$ cat config.mk
export PLATFORM = sky130hd
export DESIGN_NAME = led_display_ram_serial_refresh
export DESIGN_NICKNAME = d
export VERILOG_FILES = /design/src/hw/rtl/dlr_pkg.sv /design/src/hw/rtl/dlr_ram.sv /design/src/hw/rtl/dlr_ctrl.sv /design/src/hw/rtl/led_display_ram_serial_refresh.sv
export SDC_FILE = /design/constraint.sdc
export NUM_CORES = 1
export LEC_CHECK = 0
export BUFFER_PORTS_ARGS = -buffer_cell sky130_fd_sc_hd__buf_2
export CORE_UTILIZATION = 55
export CTS_CLUSTER_DIAMETER = 100
export CTS_CLUSTER_SIZE = 12
export DETAILED_ROUTE_END_ITERATION = 8
export PLACE_DENSITY = 0.73
export SKIP_CTS_REPAIR_TIMING = 1
export SYNTH_ARGS = -nofsm -noshare
export SYNTH_HDL_FRONTEND = slang
export SYNTH_SLANG_ARGS = --single-unit
$ cat constraint.sdc
create_clock -name clk -period 3.8 [get_ports clk]
set_clock_uncertainty 0.1 [all_clocks]
set_input_delay 0.19 -clock clk [delete_from_list [all_inputs] [get_ports clk]]
set_output_delay 0.19 -clock clk [all_outputs]
set_load 0.02 [all_outputs]
$ cat src/hw/rtl/dlr_pkg.sv
// Shared types, constants and command codes of the LED display RAM refresh block.
package dlr_pkg;

    // Default size of the shadow display RAM in bytes (1 to 16)
    localparam int DISPLAY_BYTES_DEF = 14;
    // RAM address width covering the largest supported RAM
    localparam int RAM_ADDR_W = 4;

    // Command codes
    localparam logic [2:0] CMD_SET_SEG   = 3'd0;
    localparam logic [2:0] CMD_CLEAR_ALL = 3'd1;
    localparam logic [2:0] CMD_FILL_ALL  = 3'd2;
    localparam logic [2:0] CMD_AUTO_REF  = 3'd3;
    localparam logic [2:0] CMD_FIXED_REF = 3'd4;
    localparam logic [2:0] CMD_DIRECT    = 3'd5;

    // Configuration register indexes
    localparam logic [2:0] CFG_MODE       = 3'd0;
    localparam logic [2:0] CFG_AUTO_DATA  = 3'd1;
    localparam logic [2:0] CFG_FIXED_DATA = 3'd2;
    localparam logic [2:0] CFG_ADDR_BASE  = 3'd3;
    localparam logic [2:0] CFG_DISP_CTRL  = 3'd4;

    // Configuration reset values
    localparam logic [7:0] MODE_RST       = 8'd3;
    localparam logic [7:0] AUTO_DATA_RST  = 8'd64;
    localparam logic [7:0] FIXED_DATA_RST = 8'd68;
    localparam logic [7:0] ADDR_BASE_RST  = 8'd192;
    localparam logic [7:0] DISP_CTRL_RST  = 8'd143;

    // RAM contents after clear all and fill all
    localparam logic [7:0] CLEAR_BYTE = 8'h00;
    localparam logic [7:0] FILL_BYTE  = 8'hFF;

    // One host command
    typedef struct packed {
        logic [2:0] command;
        logic [3:0] seg_address;
        logic [3:0] bit_index;
        logic       turn_on;
        logic [3:0] start_address;
        logic [7:0] direct_byte;
    } item_t;

    // One link byte
    typedef struct packed {
        logic [7:0] link_byte;
        logic       strobe_before;
        logic       last_byte;
    } result_t;

    // Configuration register file
    typedef struct packed {
        logic [7:0] mode_command;
        logic [7:0] auto_data_command;
        logic [7:0] fixed_data_command;
        logic [7:0] address_command_base;
        logic [7:0] display_control;
    } cfg_t;

    // Access request from the sequencer to the display RAM
    typedef struct packed {
        logic                  rd_en;
        logic [RAM_ADDR_W-1:0] rd_addr;
        logic                  wr_en;
        logic [RAM_ADDR_W-1:0] wr_addr;
        logic [7:0]            wr_data;
        logic                  clr_en;
        logic [7:0]            clr_value;
    } ram_req_t;

endpackage

$ cat src/hw/rtl/dlr_ram.sv
// Shadow display RAM: synchronous memory with per-entry valid bits and a bulk fill value.
module dlr_ram #(
    parameter int DISPLAY_BYTES = dlr_pkg::DISPLAY_BYTES_DEF
) (
    input  logic              clk,
    input  logic              rst_n,
    input  dlr_pkg::ram_req_t req,
    output logic [7:0]        rdata
);

    localparam int AW = (DISPLAY_BYTES > 1) ? $clog2(DISPLAY_BYTES) : 1;

    logic [7:0]               mem [DISPLAY_BYTES];
    logic [DISPLAY_BYTES-1:0] valid_reg;
    logic [7:0]               fill_reg;
    logic [7:0]               rdata_reg;

    // Track written entries; a bulk clear or fill drops all of them at once
    always_ff @(posedge clk or negedge rst_n)
    begin
        if (!rst_n)
        begin
            valid_reg <= '0;
            fill_reg  <= dlr_pkg::CLEAR_BYTE;
        end
        else if (req.clr_en)
        begin
            valid_reg <= '0;
            fill_reg  <= req.clr_value;
        end
        else if (req.wr_en)
        begin
            valid_reg[req.wr_addr[AW-1:0]] <= 1'b1;
        end
    end

    // Write port and registered read port
    always_ff @(posedge clk)
    begin
        if (req.wr_en)
        begin
            mem[req.wr_addr[AW-1:0]] <= req.wr_data;
        end
        if (req.rd_en)
        begin
            rdata_reg <= valid_reg[req.rd_addr[AW-1:0]] ? mem[req.rd_addr[AW-1:0]]
                                                         : fill_reg;
        end
    end

    assign rdata = rdata_reg;

endmodule

$ cat src/hw/rtl/dlr_ctrl.sv
// Command sequencer: segment read-modify-write, bulk clear/fill and link byte bursts.
module dlr_ctrl #(
    parameter int DISPLAY_BYTES = dlr_pkg::DISPLAY_BYTES_DEF
) (
    input  logic              clk,
    input  logic              rst_n,
    input  logic              start,
    input  dlr_pkg::item_t    item,
    input  dlr_pkg::cfg_t     cfg,
    input  logic [7:0]        rdata,
    output dlr_pkg::ram_req_t req,
    output logic              busy,
    output dlr_pkg::result_t  result,
    output logic              result_strobe
);

    localparam int AW = dlr_pkg::RAM_ADDR_W;
    localparam logic [AW:0]   NUM_BYTES = (AW+1)'(DISPLAY_BYTES);
    localparam logic [AW-1:0] LAST_IDX  = AW'(DISPLAY_BYTES - 1);

    typedef enum logic [2:0] {
        S_IDLE,
        S_SEG_WR,
        S_MODE,
        S_DCMD,
        S_ADDR,
        S_DATA,
        S_DIRECT,
        S_CTRL
    } state_t;

    state_t           state_reg, state_next;
    logic [2:0]       cmd_reg, cmd_next;
    logic [AW-1:0]    idx_reg, idx_next;
    logic [3:0]       start_reg, start_next;
    logic [7:0]       dbyte_reg, dbyte_next;
    logic [2:0]       bit_reg, bit_next;
    logic             on_reg, on_next;
    dlr_pkg::result_t result_reg, result_next;
    logic             strobe_reg, strobe_next;

    logic [AW:0]      seg_target;
    logic [4:0]       fixed_addr;
    logic [7:0]       seg_mask;

    assign seg_target = {1'b0, item.seg_address} + (AW+1)'(item.bit_index[3]);
    assign fixed_addr = {1'b0, start_reg} + {1'b0, idx_reg};
    assign seg_mask   = 8'd1 << bit_reg;

    // Next state, RAM requests and the next link byte
    always_comb
    begin
        state_next  = state_reg;
        cmd_next    = cmd_reg;
        idx_next    = idx_reg;
        start_next  = start_reg;
        dbyte_next  = dbyte_reg;
        bit_next    = bit_reg;
        on_next     = on_reg;
        result_next = result_reg;
        strobe_next = 1'b0;
        req         = '0;

        case (state_reg)
            S_IDLE:
            begin
                if (start)
                begin
                    cmd_next   = item.command;
                    idx_next   = '0;
                    start_next = item.start_address;
                    dbyte_next = item.direct_byte;
                    bit_next   = item.bit_index[2:0];
                    on_next    = item.turn_on;
                    case (item.command)
                        dlr_pkg::CMD_SET_SEG:
                        begin
                            // Read the target byte; drop writes past the end of RAM
                            if (seg_target < NUM_BYTES)
                            begin
                                req.rd_en   = 1'b1;
                                req.rd_addr = seg_target[AW-1:0];
                                idx_next    = seg_target[AW-1:0];
                                state_next  = S_SEG_WR;
                            end
                        end
                        dlr_pkg::CMD_CLEAR_ALL:
                        begin
                            req.clr_en    = 1'b1;
                            req.clr_value = dlr_pkg::CLEAR_BYTE;
                        end
                        dlr_pkg::CMD_FILL_ALL:
                        begin
                            req.clr_en    = 1'b1;
                            req.clr_value = dlr_pkg::FILL_BYTE;
                        end
                        dlr_pkg::CMD_AUTO_REF, dlr_pkg::CMD_FIXED_REF, dlr_pkg::CMD_DIRECT:
                        begin
                            state_next = S_MODE;
                        end
                        default:
                        begin
                            state_next = S_IDLE;
                        end
                    endcase
                end
            end
            S_SEG_WR:
            begin
                // Modify the byte just read and write it back
                req.wr_en   = 1'b1;
                req.wr_addr = idx_reg;
                req.wr_data = on_reg ? (rdata | seg_mask) : (rdata & ~seg_mask);
                state_next  = S_IDLE;
            end
            S_MODE:
            begin
                result_next = '{cfg.mode_command, 1'b1, 1'b0};
                strobe_next = 1'b1;
                state_next  = S_DCMD;
            end
            S_DCMD:
            begin
                result_next = '{(cmd_reg == dlr_pkg::CMD_AUTO_REF) ? cfg.auto_data_command
                                                                   : cfg.fixed_data_command,
                                1'b1, 1'b0};
                strobe_next = 1'b1;
                state_next  = S_ADDR;
            end
            S_ADDR:
            begin
                strobe_next = 1'b1;
                case (cmd_reg)
                    dlr_pkg::CMD_AUTO_REF:
                    begin
                        result_next = '{cfg.address_command_base, 1'b1, 1'b0};
                        req.rd_en   = 1'b1;
                        req.rd_addr = '0;
                        state_next  = S_DATA;
                    end
                    dlr_pkg::CMD_FIXED_REF:
                    begin
                        result_next = '{cfg.address_command_base | {3'b000, fixed_addr},
                                        1'b1, 1'b0};
                        req.rd_en   = 1'b1;
                        req.rd_addr = idx_reg;
                        state_next  = S_DATA;
                    end
                    default:
                    begin
                        result_next = '{cfg.address_command_base | {4'b0000, start_reg},
                                        1'b1, 1'b0};
                        state_next  = S_DIRECT;
                    end
                endcase
            end
            S_DATA:
            begin
                // Emit the byte read last cycle; prefetch the next one in auto mode
                result_next = '{rdata, 1'b0, 1'b0};
                strobe_next = 1'b1;
                if (idx_reg == LAST_IDX)
                begin
                    state_next = S_CTRL;
                end
                else
                begin
                    idx_next = idx_reg + AW'(1);
                    if (cmd_reg == dlr_pkg::CMD_AUTO_REF)
                    begin
                        req.rd_en   = 1'b1;
                        req.rd_addr = idx_reg + AW'(1);
                    end
                    else
                    begin
                        state_next = S_ADDR;
                    end
                end
            end
            S_DIRECT:
            begin
                result_next = '{dbyte_reg, 1'b0, 1'b0};
                strobe_next = 1'b1;
                state_next  = S_CTRL;
            end
            S_CTRL:
            begin
                result_next = '{cfg.display_control, 1'b1, 1'b1};
                strobe_next = 1'b1;
                state_next  = S_IDLE;
            end
            default:
            begin
                state_next = S_IDLE;
            end
        endcase
    end

    // Hold state, item fields and the registered result
    always_ff @(posedge clk or negedge rst_n)
    begin
        if (!rst_n)
        begin
            state_reg  <= S_IDLE;
            cmd_reg    <= dlr_pkg::CMD_SET_SEG;
            idx_reg    <= '0;
            start_reg  <= '0;
            dbyte_reg  <= '0;
            bit_reg    <= '0;
            on_reg     <= 1'b0;
            result_reg <= '0;
            strobe_reg <= 1'b0;
        end
        else
        begin
            state_reg  <= state_next;
            cmd_reg    <= cmd_next;
            idx_reg    <= idx_next;
            start_reg  <= start_next;
            dbyte_reg  <= dbyte_next;
            bit_reg    <= bit_next;
            on_reg     <= on_next;
            result_reg <= result_next;
            strobe_reg <= strobe_next;
        end
    end

    assign busy          = (state_reg != S_IDLE);
    assign result        = result_reg;
    assign result_strobe = strobe_reg;

endmodule

$ cat src/hw/rtl/led_display_ram_serial_refresh.sv
// Top level of the LED display RAM block with serial refresh bursts.
//
// Channel   Direction  Transfer condition          Payload
// item      in         start && !busy at clk edge  dlr_pkg::item_t
// result    out        result_strobe (one cycle)   dlr_pkg::result_t
// config    in         cfg_we at clk edge          cfg_index, cfg_data
//
// Steps: set segment reads the RAM byte, then writes it back; clear all and fill
// all act while idle (valid bits dropped, fill value latched). Auto refresh sends
// mode, data command, address, each RAM byte and control; fixed refresh sends an
// address before each byte; direct sends one byte. busy is high while work remains;
// the final byte of a burst shows in the cycle busy falls.
// Reset: rst_n asynchronous, RAM reads as zero at once, no clearing pass.
// The receiver cannot stall: each result is valid for one cycle only.
module led_display_ram_serial_refresh #(
    parameter int DISPLAY_BYTES = dlr_pkg::DISPLAY_BYTES_DEF
) (
    input  logic             clk,
    input  logic             rst_n,
    input  logic             start,
    input  dlr_pkg::item_t   item,
    output logic             busy,
    output dlr_pkg::result_t result,
    output logic             result_strobe,
    input  logic             cfg_we,
    input  logic [2:0]       cfg_index,
    input  logic [7:0]       cfg_data
);

    dlr_pkg::cfg_t     cfg_reg;
    dlr_pkg::ram_req_t ram_req;
    logic [7:0]        ram_rdata;

    // Configuration registers; unknown indexes are dropped
    always_ff @(posedge clk or negedge rst_n)
    begin
        if (!rst_n)
        begin
            cfg_reg.mode_command         <= dlr_pkg::MODE_RST;
            cfg_reg.auto_data_command    <= dlr_pkg::AUTO_DATA_RST;
            cfg_reg.fixed_data_command   <= dlr_pkg::FIXED_DATA_RST;
            cfg_reg.address_command_base <= dlr_pkg::ADDR_BASE_RST;
            cfg_reg.display_control      <= dlr_pkg::DISP_CTRL_RST;
        end
        else if (cfg_we)
        begin
            case (cfg_index)
                dlr_pkg::CFG_MODE:       cfg_reg.mode_command         <= cfg_data;
                dlr_pkg::CFG_AUTO_DATA:  cfg_reg.auto_data_command    <= cfg_data;
                dlr_pkg::CFG_FIXED_DATA: cfg_reg.fixed_data_command   <= cfg_data;
                dlr_pkg::CFG_ADDR_BASE:  cfg_reg.address_command_base <= cfg_data;
                dlr_pkg::CFG_DISP_CTRL:  cfg_reg.display_control      <= cfg_data;
                default:                 cfg_reg                      <= cfg_reg;
            endcase
        end
    end

    dlr_ctrl #(
        .DISPLAY_BYTES(DISPLAY_BYTES)
    ) u_ctrl (
        .clk          (clk),
        .rst_n        (rst_n),
        .start        (start),
        .item         (item),
        .cfg          (cfg_reg),
        .rdata        (ram_rdata),
        .req          (ram_req),
        .busy         (busy),
        .result       (result),
        .result_strobe(result_strobe)
    );

    dlr_ram #(
        .DISPLAY_BYTES(DISPLAY_BYTES)
    ) u_ram (
        .clk  (clk),
        .rst_n(rst_n),
        .req  (ram_req),
        .rdata(ram_rdata)
    );

    // A burst ends with one marked byte and nothing right behind it
    a_last_then_quiet: assert property (@(posedge clk) disable iff (!rst_n)
        result_strobe && result.last_byte |=> !result_strobe)
        else $error("result strobe right after final byte");

    // A byte seen while idle can only be the final byte of a burst
    a_idle_only_last: assert property (@(posedge clk) disable iff (!rst_n)
        result_strobe && !busy |-> result.last_byte)
        else $error("non-final byte while not busy");

    // The sequencer leaves idle only on a command transfer
    a_busy_from_start: assert property (@(posedge clk) disable iff (!rst_n)
        $rose(busy) |-> $past(start))
        else $error("busy rose without a command");

endmodule
### Yosys cells after proc, flatten, opt, wreduce, memory -nomap -nowiden

Memories as Yosys holds them, arrays and structs flattened.
Cells that the tools add are included.
Widths: inputs -> output; s select.

* flip-flop bits (word level): 107
* RAM bits: 112
* input port bits: 39
* output and inout bits: 12
* word-level logic and storage cells: 116
* memories kept: 1

Memory list
* u_ram.mem: depth 14, bits a word 8, rd ports 1, clocked after Yosys merged registers in 0, wr ports 1, RTL line dlr_ram.sv:13 `logic [7:0] mem [DISPLAY_BYTES];`

* $add $sub $neg: 3
* $lt $le $gt $ge: 4
* eq/ne operators: 24
* shifts and indexed selects: 1
* muxes and demuxes: 37
* bitwise gates (word level): 6
* reduce and logical (&&, ||, !) cells: 21

Operators with widths (number)
* $pmux 10 s6: 1
* $mux 14: 2
* $mux 5: 5
* $eq 3x3->1 const B: 8
* $mux 8: 3
* $eq 3x2->1 const B: 7
* $pmux 3 s7: 1
* $pmux 10 s2: 1
* $mux 9: 2
* $pmux 9 s2: 1
* $mux 4: 4
* $pmux 5 s3: 1
* $or 14x14->14: 1
* $mux 13: 1
* $mux 3: 4
* $reduce_and 2->1: 6
* $lt 4x5->1 const B: 2
* $pmux 5 s2: 1
* $eq 3x1->1 const B: 3
* $logic_not 3->1: 3
* $pmux 3 s3: 1
* $and 8x8->8: 1
* $not 8->8: 1
* $or 8x4->8: 1
* 26 further kinds: 35

### Depth between registers and ports, before layout

* word-level depth: 12
* mapped depth: 13
* depth with buffers taken out: 10

### Hierarchy

A second synthesis with hierarchy kept.

* cell total of the unflattened synthesis: 723
* area total of the unflattened synthesis: 10007.1 um2

Modules (own cells, without submodules)
* dlr_ram: instances 1, cells each 285, area each 5699.2 um2, sequential area each 4154.0 um2
* dlr_ctrl: instances 1, cells each 350, area each 2763.9 um2, sequential area each 925.9 um2
* led_display_ram_serial_refresh: instances 1, cells each 88, area each 1544.0 um2, sequential area each 1016.0 um2

### Worst setup path after synthesis

No wires, ideal clock.

* path kind: reg-to-reg
* from: register u_ctrl.idx_reg[1]
* to: register u_ram.rdata_reg[0] (netlist: u_ram.rdata[0]) (data pin)
* setup time: 0.260 ns
* arrival time: 2.856 ns
* data required time: 3.440 ns
* setup slack: 0.584 ns
* cell stages (with the launch flop): 12
* path buffers: 1
* period minus slack after synthesis: 3.216 ns
* cell sequence: dfrtp_1 -> clkbuf_1 -> inv_1 -> ha_1 -> nand3_1 -> nand3_1 -> o21ai_1 -> nor2_4 -> mux2i_1 -> mux2_2 -> a211oi_4 -> mux2_2

* cells in the longest elaborated chain, start to end: 7
* elaborated cells on any way between the ends: 10
* classes of those cells: add/sub: 1; eq/ne: 1; mux: 7; memory: 1

RTL lines
* from (decl): RTL line dlr_ctrl.sv:34 `logic [AW-1:0] idx_reg, idx_next;`
* from (signal assigned): RTL line dlr_ctrl.sv:218 `idx_reg <= idx_next;`
* $add 4x1->4: RTL line dlr_ctrl.sv:172 `req.rd_addr = idx_reg + AW'(1);`
* $mux 5: RTL line dlr_ctrl.sv:169 `if (cmd_reg == dlr_pkg::CMD_AUTO_REF)`
* $mux 5: RTL line dlr_ctrl.sv:162 `if (idx_reg == LAST_IDX)`
* $pmux 5 s3 (*): RTL line dlr_ctrl.sv:64 `case (state_reg)`
* $bmux 1 s4: RTL line dlr_ram.sv:46 `rdata_reg <= valid_reg[req.rd_addr[AW-1:0]] ? mem[req.rd_addr[AW-1:0]]`
* $mux 1 (not written as such): RTL line dlr_ram.sv:46
* $mux 8 (*): RTL line dlr_ram.sv:46
* to (signal assigned): RTL line dlr_ram.sv:46
* to (decl): RTL line dlr_ram.sv:16 `logic [7:0] rdata_reg;`

Every way passes the cells marked *; elsewhere a longest branch is shown, timed or not. The select of a mux whose other input is x is not followed.
A chain may end at the register's enable or synchronous reset.

### Worst setup path after layout

* from: register u_ctrl.cmd_reg[0]
* to: register u_ram.rdata_reg[3] (netlist: u_ram.rdata[3]) (data pin)

* cells in the longest elaborated chain, start to end: 7
* elaborated cells on any way between the ends: 10
* classes of those cells: eq/ne: 2; mux: 7; memory: 1

RTL lines
* from (decl): RTL line dlr_ctrl.sv:33 `logic [2:0] cmd_reg, cmd_next;`
* from (signal assigned): RTL line dlr_ctrl.sv:205 `cmd_reg <= dlr_pkg::CMD_SET_SEG;`
* from (signal assigned): RTL line dlr_ctrl.sv:217 `cmd_reg <= cmd_next;`
* $eq 3x2->1: RTL line dlr_ctrl.sv:133, dlr_ctrl.sv:169
* $mux 5: RTL line dlr_ctrl.sv:169
* $mux 5: RTL line dlr_ctrl.sv:162
* $pmux 5 s3 (*): RTL line dlr_ctrl.sv:64
* $bmux 1 s4: RTL line dlr_ram.sv:46
* $mux 1 (not written as such): RTL line dlr_ram.sv:46
* $mux 8 (*): RTL line dlr_ram.sv:46

Marked as above.

==> metrics.txt <==
# port buffers 50; ratio of cells with drive above 1 in the final layout 19.64%; compound-gate portion of the synthesized area 13.10%; total number of cells along the worst setup path 8; Mapped Nets 891; Final Instance Count excl. Fillers 1162; XOR/XNOR share of the synthesized area 0.5348%; latest clock arrival within the worst-skew pair 0.49 ns; largest incremental delay on the critical path 0.49 ns; proportion of synthesized chip area in sequential cells 60.25%; area overhead of the layout relative to synthesis 14.79%; Synth area leader edfxtp_1; Tot Pwr 7.567 mW; hold_ws 0.01594 ns; maximum buffer depth of the clock tree 3; top cells by area, synth edfxtp_1 37%, dfrtp_1 20%, mux2_2 6.0%; family with the most delay on the worst path compound AO/OA/AOI/OAI gates; most frequent cells in the layout 132 x nand2_1, 120 x edfxtp_1, 80 x dfrtp_1; slew of the pin with the lowest slew margin 1.193 ns; share of the cycle needed by the critical path after routing 89.02%; number of fillers in the final layout 1272; Hold Path Class in -> reg; commonest non-fill, non-tap cell in the layout nand2_1; Placement Cell Area 0.01039 mm²; maximum fanout encountered on the critical timing path 9; most instantiated flip-flop cell in the synthesis netlist edfxtp_1; CTS Sinks 212; mapped cell area 0.009827 mm²; routed len/inst 21.11 µm; endpoint of the worst setup timing path u_ram.rdata[3]; maximum level of the CTS H-tree 1; GRT overflow 0; number of flip-flops in the largest register 112; Initial Utilization 56.62%; FF-to-FF Start u_ctrl.cmd_reg[0]; pin count of the biggest net entering global routing 67; synthesized area per cell 11.66 µm²; DRC marker count from the first detailed-route iteration 644; Post-Synth Simple-Gate Area 13.67%; global-route usage over all layers 27.44%; last weighted congestion value of the routability-driven placer 0.9664; run status completed; cell leakage power 4.451 nW; cell count after placement 1097; warnings from Yosys 0; RSZ-0062 raised after global routing false; design area 0.01128 mm²; DP Wirelength 16.03 mm; Critical Path Source u_ctrl.cmd_reg[0]; endpoint of the worst-slack reg-to-reg timing path u_ram.rdata[3]; vertical die dimension 135.7 µm; achievable clock frequency 0.2956 GHz; number of enable-type register cells in the synthesized netlist 120; boundary pin count 51; Slew headroom 20.23%; TritonCTS buffer count 21; power density normalized to cell area 670.8 mW/mm²; area share of the leading cell type in the synthesized netlist 36.67%; number of design rule violations left after detail routing 0; type of element launching the critical path flip-flop; Crit. End Element flip-flop; number of vias per cell after detailed routing 6.118; CP bufs+invs 0; combinational family with the most area after synthesis simple AND/OR/NAND/NOR gates; fraction of synthesized area in multiplexers 8.607%; clock-pin transition on the worst setup and hold timing paths 0.06 ns; ys async rst share 43.40%; Worst EP arrival 3.52 ns; category of the most critical setup path reg -> reg; Final #Nets 971; CP required 3.94 ns; DR pass1 iterations 5; die outline area 0.01841 mm²; crit-path cells and3b_1 -> nand3_1 -> o21ai_1 -> o21ai_0 -> a211oi_1 -> a311oi_2 -> a211oi_4 -> mux2_2; cells after synthesis 843; wire length of the first global-routing pass 38.43 mm; distinct cell type count of the synthesized netlist 71; num rows 48; final count of hold timing violations 0; vias in the first global route 6916; Worst Reg2Reg Path Length in Cells 8; Finish-stage setup viols 0; total count of max-transition violations in the final report 0; Floorplan Core Area 0.01736 mm²; total number of vias 7109; VDD IR max 0.5228 mV; sum of routed wire length over all layers 24.53 mm; root buffer cell clkbuf_16; number of antenna violations at the first check in global routing 0; Total Negative Setup Slacks 0 ns; adder-cell area share of the yosys netlist 1.222%; final critical path time including I/O delays and setup 3.383 ns; max capacitance violation total 0; CP max-delay cell dfrtp_1; antenna diode count 0; final antenna-violating net count 0; die width 135.7 µm; worst reg-to-reg setup slack 0.42 ns; flip-flop and latch count after synthesis 212; CTS tree yes
## cell usage after synthesis (6+ instances only)
library cell and number:
o221ai_1 10, buf_2 12, edfxtp_1 120, a21oi_1 46
inv_1 8, mux2i_1 26, o22a_1 8, nand3b_1 7
dfstp_2 12, ha_1 8, nor3b_1 20, nor3_1 11
mux2_2 52, nor2_1 69, nand3_1 20, a221o_1 8
o21ai_0 47, dfrtp_1 80, nand2_1 132, nand2b_1 6
a22o_1 8, a211oi_1 20, clkbuf_1 35
## worst reg2reg max path: stages, from the launching register on
cell and delay, ns:
dfrtp_1 0.49, and3b_1 0.38, nand3_1 0.26, o21ai_1 0.46
o21ai_0 0.14, a211oi_1 0.33, a311oi_2 0.10, a211oi_4 0.46
mux2_2 0.40
## area by class of cell
type                       instances  area [µm²]  area share (%)
sequential                       212        5921           52.48
clock inverter                     1       30.03          0.2662
clock buffer                      36       581.8           5.158
tap                              225       281.5           2.496
multi-input combinational        569        3656           32.41
timing repair buffer             111       780.7           6.921
inverter                           8       30.03          0.2662
## logic make-up after synthesis
family,count (synthesis)
buf+inv,62
fa+ha+maj,9
xor+xnor,6
flops,212
simple gates,287
compound gates,189
mux,78
## per-layer routing
metal | track usage [%] | vias up | share of wire, %
met2 | 44.30 | 302 | 49
met3 | 3.367 | 35 | 6.8
met5 | 0 | - | 0
met4 | 8.115 | 0 | 1.7
met1 | 39.02 | 3510 | 42
li1 | - | 3262 | -
## stage by stage
step	setup WS (ns)	utilization [%]
global route	0.1864	64.99
detailed placement	0.1812	59.85
floorplan	0.5840	-
finish	0.4172	64.99
global placement	0.2914	59.85
CTS	0.4539	63.38
## worst min-delay path by stage
stage                            to  slack [ns]  cells after the start  startpoint
6_report          u_ctrl.cmd_reg[2]        0.02                      3    item[23]
5_1_grt           u_ctrl.cmd_reg[2]        0.04                      3    item[23]
4_1_cts        u_ctrl.result_strobe       -0.28                      1       rst_n
3_5_place_dp   u_ctrl.result_strobe        0.24                      1       rst_n
3_3_place_gp   u_ctrl.result_strobe        0.22                      1       rst_n
2_1_floorplan           cfg_reg[10]       -0.21                      0       rst_n
## report_power, final
part           switching, mW  internal, mW  total [mW]  leakage (nW)
clock                  0.824          1.10        1.93         0.291
combinational           1.41         0.888        2.30          1.98
sequential             0.358          2.99        3.34          2.18
total                   2.59          4.98        7.57          4.45
No activity file was read; power rests on OpenSTA's default activity.
